==> config.mk <==
export PLATFORM = sky130hd
export DESIGN_NAME = gbc_ram
export DESIGN_NICKNAME = d
export VERILOG_FILES = /design/src/gbc_ram.sv
export SDC_FILE = /design/constraint.sdc
export NUM_CORES = 1
export LEC_CHECK = 0
export ABC_AREA = 1
export BUFFER_PORTS_ARGS = -buffer_cell sky130_fd_sc_hd__buf_2
export CORE_MARGIN = 8
export CORE_UTILIZATION = 35
export CTS_BUF_LIST = sky130_fd_sc_hd__clkbuf_16
export CTS_CLUSTER_SIZE = 16
export DETAILED_ROUTE_END_ITERATION = 7
export GPL_TIMING_DRIVEN = 0
export PLACE_DENSITY_LB_ADDON = 0.08
export SLEW_MARGIN = 20
export SYNTH_ARGS = -nofsm -noshare
export SYNTH_HDL_FRONTEND = slang
export SYNTH_SLANG_ARGS = --single-unit
==> constraint.sdc <==
create_clock -name clock -period 2.38 [get_ports clock]
set_clock_uncertainty 0.1 [all_clocks]
set_input_delay 0.119 -clock clock [delete_from_list [all_inputs] [get_ports clock]]
set_output_delay 0.119 -clock clock [all_outputs]
set_load 0.005 [all_outputs]
==> src/gbc_ram.sv <==
// Generic single-write, single-read RAM with registered read data.
`timescale 1ns / 1ps
module gbc_ram #(
   parameter int WIDTH = 24,
   parameter int DEPTH = 8
) (
   input  logic                     clock,
   input  logic                     wr_en,
   input  logic [$clog2(DEPTH)-1:0] wr_addr,
   input  logic [WIDTH-1:0]         wr_data,
   input  logic                     rd_en,
   input  logic [$clog2(DEPTH)-1:0] rd_addr,
   output logic [WIDTH-1:0]         rd_data
);

   logic [WIDTH-1:0] mem_ff [DEPTH];
   logic [WIDTH-1:0] rd_data_ff;

   always_ff @(posedge clock) begin
      if (wr_en) begin
         mem_ff[wr_addr] <= wr_data;
      end
      if (rd_en) begin
         rd_data_ff <= mem_ff[rd_addr];
      end
   end

   assign rd_data = rd_data_ff;

endmodule

==> flow_summary_export.csv, run 1 <==
group,metric,value,unit
place,placed_cells,1269,
grt,grt_pass1_wl,33.7,mm
place,globalplace.congestion,0.704,
min_path,hold_path_depth,3,
clock_network,cts.clk_slew.worst_paths,0.06,ns
worst_setup_path,rr_worst_depth,6,
yosys,synthFlopType,"edfxtp_1",
worst_setup_path,crit_chain,"dlygate4sd3_1 -> buf_2 -> inv_1 -> clkbuf_1 -> nand2_1 -> nand2_1",
layout,final_util,43.1,%
grt,grt_max_degree,25,
worst_setup_path,cp_common_cell,"nand2_1",
grt,grt_use_total,14.3,%
flow_run,max-cap-violations,0,
yosys,synth_cells,872,
sta,tightest_slew,0.813,ns
place,io_buffers,54,
detailed_routing,vias,5776,
sta,fmax,632,MHz
sta,hold_violations,0,
detailed_routing,wl,22.0,mm
worst_setup_path,crit_family,"buffers and inverters",
worst_setup_path,cp_max_fo,10,
layout,drive_gt1_share,13.4,%
yosys,synth_top_cell_area_share,70.9,%
floorplanning,initial_utilization,35.4,%
clock_network,root_buffer,"clkbuf_16",
detailed_routing,wl_per_cell,16.4,um
yosys,synth_common_cells,"nand2_1 (318), edfxtp_1 (216), inv_1 (197)",
power_and_ir_drop,vdd_drop_max,0.000519,V
status,status,"complete, no violations",
power_and_ir_drop,powerDensity,777,nW/um^2
floorplanning,rows,59,
sta,slew-limit-headroom,45.8,%
worst_setup_path,worstPathRequired,2.65,ns
place,place_area,10100,um^2
floorplanning,die_w,178,um
yosys,avgSynthCellArea,10.5,um^2
grt,grt_antenna_before_repair,0,
sta,drv_slew,0,
detailed_routing,ant_nets,0,
layout,final_cells,1337,
worst_setup_path,cp.depth,6,
yosys,ys_seq_area_share,70.9,%
layout,finalNetCount,1018,
clock_network,cts_buffers,24,
clock_network,tritoncts,"built",
layout,nFillCells,2425,
worst_setup_path,max_stage_delay,0.53,ns
sta,period_minus_slack,1.58,ns
layout,area_growth,21.8,%
yosys,ys_types,11,
sta,holdWs,0.0750,ns
worst_setup_path,critPathCaptureType,"register",
floorplanning,ioPinCount,57,
layout,n_antenna_cell,0,
yosys,yosysWarningCount,0,
sta,setup-tns-final,0,ns
floorplanning,dieArea,31600,um^2
power_and_ir_drop,p_leak,0.00503,uW
floorplanning,die_y,178,um
detailed_routing,drt_iter0_drc,338,
clock_network,clk_path_buf_depth,3,
worst_setup_path,start_kind,"input pin",
yosys,synth_nets,905,
detailed_routing,firstDrtPassIters,4,
yosys,yosys_register_bits,216,
min_path,hold_path_class,"in2reg",
sta,setup_violations,0,
clock_network,cts_sinks,216,
yosys,synthArstFlopShare,0,%
sta,fin_crit_sh,66.4,%
worst_setup_path,arrival,1.85,ns
place,dp_hpwl,14.0,mm
floorplanning,coreArea,25800,um^2
clock_network,worst_skew_pair.late_latency,0.51,ns
clock_network,htreeDepth,1,
yosys,yosys-top-cells-area,"edfxtp_1 (71%), nand2_1 (13%), inv_1 (8.1%)",
yosys,syn_area,9150,um^2
worst_setup_path,critPathKind,"in2reg",
worst_setup_path,critPathSlowestCell,"dlygate4sd3_1",
clock_network,cts-resized-gates,0,
worst_setup_path,crit_buf_inv,4,
layout,postLayoutCellArea,11100,um^2
detailed_routing,avgViaCountPerCell,4.32,
yosys,synth_edf_count,216,
grt,grt-ovfl-total,0,
yosys,yosysTopAreaCell,"edfxtp_1",
detailed_routing,drc,0,
sta,rsz0062_at_grt,"false",
grt,grt_pass1_vias,5724,
yosys,synth.most_common_cell,"nand2_1",
## kinds of logic (layout without fill, tap and decap cells)
logic type | after synthesis | after routing | share of synthesized area, %
and+or+nand+nor | 422 | 422 | 18.6
buffers and inverters | 234 | 364 | 10.5
DFF | 216 | 216 | 70.9
## registers in the layout (all words and copies together), names as in the netlist
| register | count |
|---|---|
| mem_ff | 192 |
| rd_data | 24 |
## repair_timing
action,CTS,global route
hold buffers,25,0
buffers inserted,0,0
hold endpoints to repair,196,0
## cell type report
cell class	instances	area, um^2	area share, %
flip-flops and latches	216	6490	58.2
multi-input cells	422	1760	15.8
inverters	198	743	6.67
repair buffers	87	733	6.58
clock buffers	25	626	5.62
well taps	335	419	3.76
plain buffers	36	213	1.91
clock inverters	18	155	1.39
## report_power, final
part           switching, uW  internal, uW
clock network           1460          2210
logic                    404           212
registers               28.1          4340
## worst min-delay path, stage by stage
cell and delay, ns:
buf_2 0.11, nand2_1 0.15, nor2_4 0.11
## layout by cell type, fill, tap and decap left out
cell type | Yosys | routed
clkbuf_1 | 6 | 6
buf_12 | 0 | 1
nor2_4 | 0 | 8
inv_1 | 197 | 200
nand3_1 | 96 | 96
clkinv_2 | 0 | 7
edfxtp_1 | 216 | 216
nand2_1 | 318 | 318
dlygate4sd3_1 | 0 | 25
inv_2 | 1 | 1
buf_2 | 20 | 74
clkinv_1 | 0 | 5
bufinv_16 | 0 | 3
buf_6 | 6 | 6
clkbuf_16 | 0 | 25
buf_16 | 0 | 7
buf_4 | 2 | 2
buf_1 | 2 | 2
## per-stage QoR
| stage | total power (uW) | setup WS, ns |
|---|---|---|
| 2_1_floorplan | 4760 | 0.591 |
| 3_3_place_gp | 5030 | -0.758 |
| 3_5_place_dp | 5050 | 0.697 |
| 4_1_cts | 8760 | 0.765 |
| 5_1_grt | 8980 | 0.691 |
| 6_report | 8660 | 0.799 |
## per-layer routing
metal	track usage, %	part of all wire (%)	up-vias	wire (um)
met2	24.1	47	117	10200
li1	-	-	2957	-
met4	4.03	2.7	0	584
met5	0	0	-	0
met3	2.51	4.4	33	966
met1	18.7	46	2669	10200
## final timing paths
path | from | to | slack, ns
hold reg to reg | mem_ff[0][17] | rd_data[17] | 0.60
setup reg to reg | mem_ff[7][21] | rd_data[21] | 1.24
hold / removal | wr_addr[1] | mem_ff[6][22] | 0.08
setup / recovery | rd_addr[2] | rd_data[6] | 0.80
No activity file was read; power rests on OpenSTA's default activity.
==> run 2: changes to the inputs <==
- clock period: 2.38 -> 1.36 ns (I/O delays scaled with it)
==> flow_summary_export.csv, run 2 (synthesis results as in run 1) <==
group,metric,value,unit
sta,rsz0062_at_grt,"false",
floorplanning,coreArea,25800,um^2
worst_setup_path,critPathKind,"in2reg",
clock_network,cts.clk_slew.worst_paths,0.06,ns
worst_setup_path,critPathSlowestCell,"dlygate4sd3_1",
floorplanning,rows,59,
detailed_routing,ant_nets,0,
worst_setup_path,critPathCaptureType,"register",
layout,finalNetCount,1020,
power_and_ir_drop,vdd_drop_max,0.000922,V
detailed_routing,vias,5711,
detailed_routing,wl_per_cell,16.8,um
grt,grt_pass1_vias,5513,
place,io_buffers,54,
detailed_routing,wl,22.4,mm
clock_network,hold_buffers,26,
status,status,"complete, no violations",
clock_network,cts_buffers,25,
floorplanning,ioPinCount,57,
layout,n_antenna_cell,0,
floorplanning,initial_utilization,35.4,%
clock_network,tritoncts,"built",
clock_network,clk_path_buf_depth,3,
sta,drv_slew,0,
grt,grt_max_degree,25,
sta,slew-limit-headroom,48.0,%
layout,largest_reg_flops,192,
detailed_routing,firstDrtPassIters,4,
worst_setup_path,cp_max_fo,18,
place,place_ws,-0.297,ns
worst_setup_path,worstPathRequired,1.47,ns
layout,final_cells,1335,
power_and_ir_drop,powerDensity,1310,nW/um^2
clock_network,htreeDepth,1,
sta,period_minus_slack,1.27,ns
floorplanning,die_w,178,um
clock_network,cts-resized-gates,0,
sta,hold_violations,0,
clock_network,cts_sinks,216,
place,placed_cells,1269,
grt,grt-ovfl-total,0,
clock_network,root_buffer,"clkbuf_16",
floorplanning,die_y,178,um
layout,nFillCells,2502,
power_and_ir_drop,p_leak,0.00499,uW
detailed_routing,drt_iter0_drc,242,
detailed_routing,avgViaCountPerCell,4.28,
sta,setup_violations,0,
layout,regMostFlops,"mem_ff",
clock_network,worst_skew_pair.late_latency,0.51,ns
sta,fin_ws,0.0883,ns
worst_setup_path,arrival,1.38,ns
worst_setup_path,max_stage_delay,0.54,ns
worst_setup_path,start_kind,"input pin",
flow_run,max-cap-violations,0,
min_path,hold_path_class,"in2reg",
layout,drive_gt1_share,12.8,%
sta,tightest_slew,0.780,ns
sta,fmax,786,MHz
layout,final_util,42.7,%
clock_network,postCtsSetupRepairBufs,0,
grt,grt_use_total,14.4,%
floorplanning,dieArea,31600,um^2
layout,final_cell_mix,"nand2_1 (318), edfxtp_1 (216), inv_1 (205)",
detailed_routing,drc,0,
sta,fin_crit_sh,93.5,%
place,dp_hpwl,13.9,mm
layout,layout_commonest_cell,"nand2_1",
layout,area_growth,20.5,%
grt,grt_pass1_wl,33.5,mm
place,globalplace.congestion,0.712,
grt,grt_antenna_before_repair,0,
worst_setup_path,crit_chain,"buf_2 -> dlygate4sd3_1 -> nand2_1 -> nor2_4 -> buf_12",
## run 2: area by class of cell
cell class | count | area, um^2 | area share, %
Clock inverter | 15 | 61.3 | 0.556
Inverter | 198 | 743 | 6.74
Sequential cell | 216 | 6490 | 58.8
Clock buffer | 25 | 626 | 5.67
Timing Repair Buffer | 88 | 713 | 6.47
Buffer | 36 | 213 | 1.93
Multi-Input combinational cell | 422 | 1760 | 16.0
Tap cell | 335 | 419 | 3.80
## run 2: path summary, 6_finish.rpt
kind | end | startpoint | cells after the start | slack (ns)
hold reg to reg | rd_data[14] | mem_ff[0][14] | 6 | 0.60
setup reg to reg | rd_data[12] | mem_ff[7][12] | 6 | 0.23
setup / recovery | mem_ff[2][15] | wr_addr[1] | 5 | 0.09
hold / removal | mem_ff[6][0] | wr_addr[1] | 3 | 0.02
## run 2: routing by layer
layer	share of wire, %	GRT usage [%]
met1	46	19.1
met2	47	23.7
met3	5.1	2.47
met4	2.6	4.38
met5	0	0
## run 2: through the flow
step	setup TNS, ns	instance area [um^2]	hold slack, ns	total power [uW]
2_1_floorplan	-53.26	9150	0.0669	8340
3_3_place_gp	-283.57	9840	0.245	8800
3_5_place_dp	-22.97	10100	0.249	8840
4_1_cts	0	11000	0.00328	14600
5_1_grt	0	11000	0.0258	15000
6_report	0	11000	0.0220	14400
## run 2: report_power, final
group	internal (uW)	switching, uW
Combinational	369	714
Clock	3270	2410
Sequential	7610	47.6
## run 2: worst max-delay path, delay by kind of cell
family | cells | cell delay, ns
AND/OR/NAND/NOR | 2 | 0.42
buffers and inverters | 3 | 0.87
==> run 3: changes to the inputs <==
- CORE_ASPECT_RATIO: default -> 0.75
- CTS_CLUSTER_SIZE: 16 -> 8
==> flow_summary_export.csv, run 3 (synthesis results as in run 1) <==
group,metric,value,unit
layout,final_cell_mix,"nand2_1 (318), edfxtp_1 (216), inv_1 (197)",
worst_setup_path,rr_worst_depth,6,
worst_setup_path,r2r_end,"rd_data[16]",
power_and_ir_drop,clockPowerShare,42.3,%
clock_network,cts-resized-gates,0,
floorplanning,initial_utilization,35.4,%
worst_setup_path,r2r_slack,0.24,ns
clock_network,worst_skew_pair.late_latency,0.54,ns
grt,grt_pass1_vias,5534,
sta,setup_violations,0,
worst_setup_path,critPathSlowestCell,"edfxtp_1",
worst_setup_path,cp_max_fo,1,
sta,fin_crit_sh,88.7,%
worst_setup_path,critPathCaptureType,"output pin",
layout,seqCellArea,6490,um^2
power_and_ir_drop,p_int,11900,uW
clock_network,clk_path_buf_depth,3,
clock_network,postCtsSetupRepairBufs,0,
floorplanning,coreArea,25800,um^2
sta,rsz0062_at_grt,"false",
place,placed_cells,1278,
layout,drive_gt1_share,13.1,%
layout,n_antenna_cell,0,
worst_setup_path,start_kind,"register",
grt,grt-ovfl-total,0,
status,status,"complete, no violations",
grt,grt_max_degree,25,
sta,drv_slew,0,
power_and_ir_drop,switching_share,21.4,%
sta,period_minus_slack,1.21,ns
power_and_ir_drop,p_sw,3240,uW
power_and_ir_drop,p_leak,0.00502,uW
detailed_routing,wl_per_cell,16.7,um
layout,layout_commonest_cell,"nand2_1",
floorplanning,ioPinCount,57,
sta,hold_violations,0,
clock_network,root_buffer,"clkbuf_16",
clock_network,htreeDepth,1,
floorplanning,die_w,203,um
floorplanning,dieArea,31600,um^2
layout,finalNetCount,1024,
detailed_routing,vias,5633,
layout,regMostFlops,"mem_ff",
layout,area_growth,21.9,%
layout,final_cells,1334,
worst_setup_path,max_stage_delay,0.37,ns
clock_network,cts_buffers,30,
detailed_routing,drc,0,
place,dp_hpwl,14.2,mm
worst_setup_path,r2r_start,"mem_ff[7][16]",
worst_setup_path,crit_chain,"buf_2",
worst_setup_path,crit_family,"flip-flops",
detailed_routing,firstDrtPassIters,5,
min_path,hold_path_depth,4,
power_and_ir_drop,vdd_drop_max,0.000953,V
worst_setup_path,arrival,1.04,ns
worst_setup_path,crit_buf_inv,1,
flow_run,max-cap-violations,0,
clock_network,tritoncts,"built",
power_and_ir_drop,power,15200,uW
detailed_routing,wl,22.3,mm
sta,fmax,829,MHz
detailed_routing,ant_nets,0,
layout,largest_reg_flops,192,
clock_network,cts.clk_slew.worst_paths,0.05,ns
power_and_ir_drop,share_seq_of_total_power,50.6,%
power_and_ir_drop,comb_power_share,7.1,%
detailed_routing,avgViaCountPerCell,4.22,
min_path,hold_path_class,"in2reg",
min_path,min_to,"rd_data[2]",
worst_setup_path,worstPathRequired,1.19,ns
layout,nFillCells,2455,
worst_setup_path,critPathKind,"reg2out",
floorplanning,rows,51,
sta,tightest_slew,0.776,ns
min_path,min-delay-start,"rd_addr[2]",
place,io_buffers,54,
grt,grt_use_total,14.4,%
layout,multiInputGateArea,1760,um^2
floorplanning,die_y,156,um
sta,slew-limit-headroom,48.2,%
grt,grt_pass1_wl,34.2,mm
clock_network,hold_buffers,25,
detailed_routing,drt_iter0_drc,274,
power_and_ir_drop,powerDensity,1360,nW/um^2
clock_network,cts_sinks,216,
grt,grt_antenna_before_repair,0,
place,globalplace.congestion,0.691,
[run 3: cell types whose count changed in the layout (fill, tap and decap cells not counted)]
cell | before | now
buf_12 | 5 | 0
buf_16 | 3 | 8
clkbuf_16 | 25 | 31
clkinv_1 | 3 | 0
clkinv_2 | 4 | 0
dlygate4sd3_1 | 26 | 25
inv_1 | 205 | 197
[run 3: power by group through the flow]
stage          combinational, uW  clock, uW  sequential, uW
3_5_place_dp                1050          0            7790
2_1_floorplan                534          0            7800
4_1_cts                     1120       6600            7670
5_1_grt                     1240       6860            7680
6_report                    1080       6420            7670
3_3_place_gp                 997          0            7800
[run 3: per-stage QoR]
stage,util (%),hold slack (ns),area (um^2),TNS (ns),setup WS [ns]
2_1_floorplan,-,0.0669,9150,-53.26,-0.378
3_3_place_gp,38.1,0.251,9850,-276.99,-1.76
3_5_place_dp,39.2,0.252,10100,-33.40,-0.273
4_1_cts,43.2,0.0169,11200,0,0.129
5_1_grt,43.2,0.0399,11200,0,0.101
6_report,43.2,0.000481,11200,0,0.153
[run 3: area by class of cell]
class                           instances  share of cell area, %
Inverter                              198                   6.66
Tap cell                              344                   3.86
Buffer                                 36                   1.91
Timing Repair Buffer                   87                   6.64
Clock buffer                           31                   6.96
Multi-Input combinational cell        422                   15.8
Sequential cell                       216                   58.2
[run 3: worst max-delay path by stage]
stage                                to         from  depth (start not counted)
after detailed placement  mem_ff[1][18]        wr_en                          4
after global placement    mem_ff[7][14]        wr_en                          3
after CTS                    rd_data[2]   rd_data[2]                          1
final                        rd_data[2]   rd_data[2]                          1
after global routing        rd_data[11]  rd_data[11]                          1
after floorplan            mem_ff[0][0]   wr_addr[0]                          3
[run 3: routing by layer]
metal / GRT usage, % / vias to the layer above / part of all wire (%)
li1: - / 2950 / -
met1: 22.1 / 2533 / 53
met2: 20.7 / 129 / 41
met3: 2.59 / 21 / 4.9
met4: 2.79 / 0 / 1.1
met5: 0 / - / 0
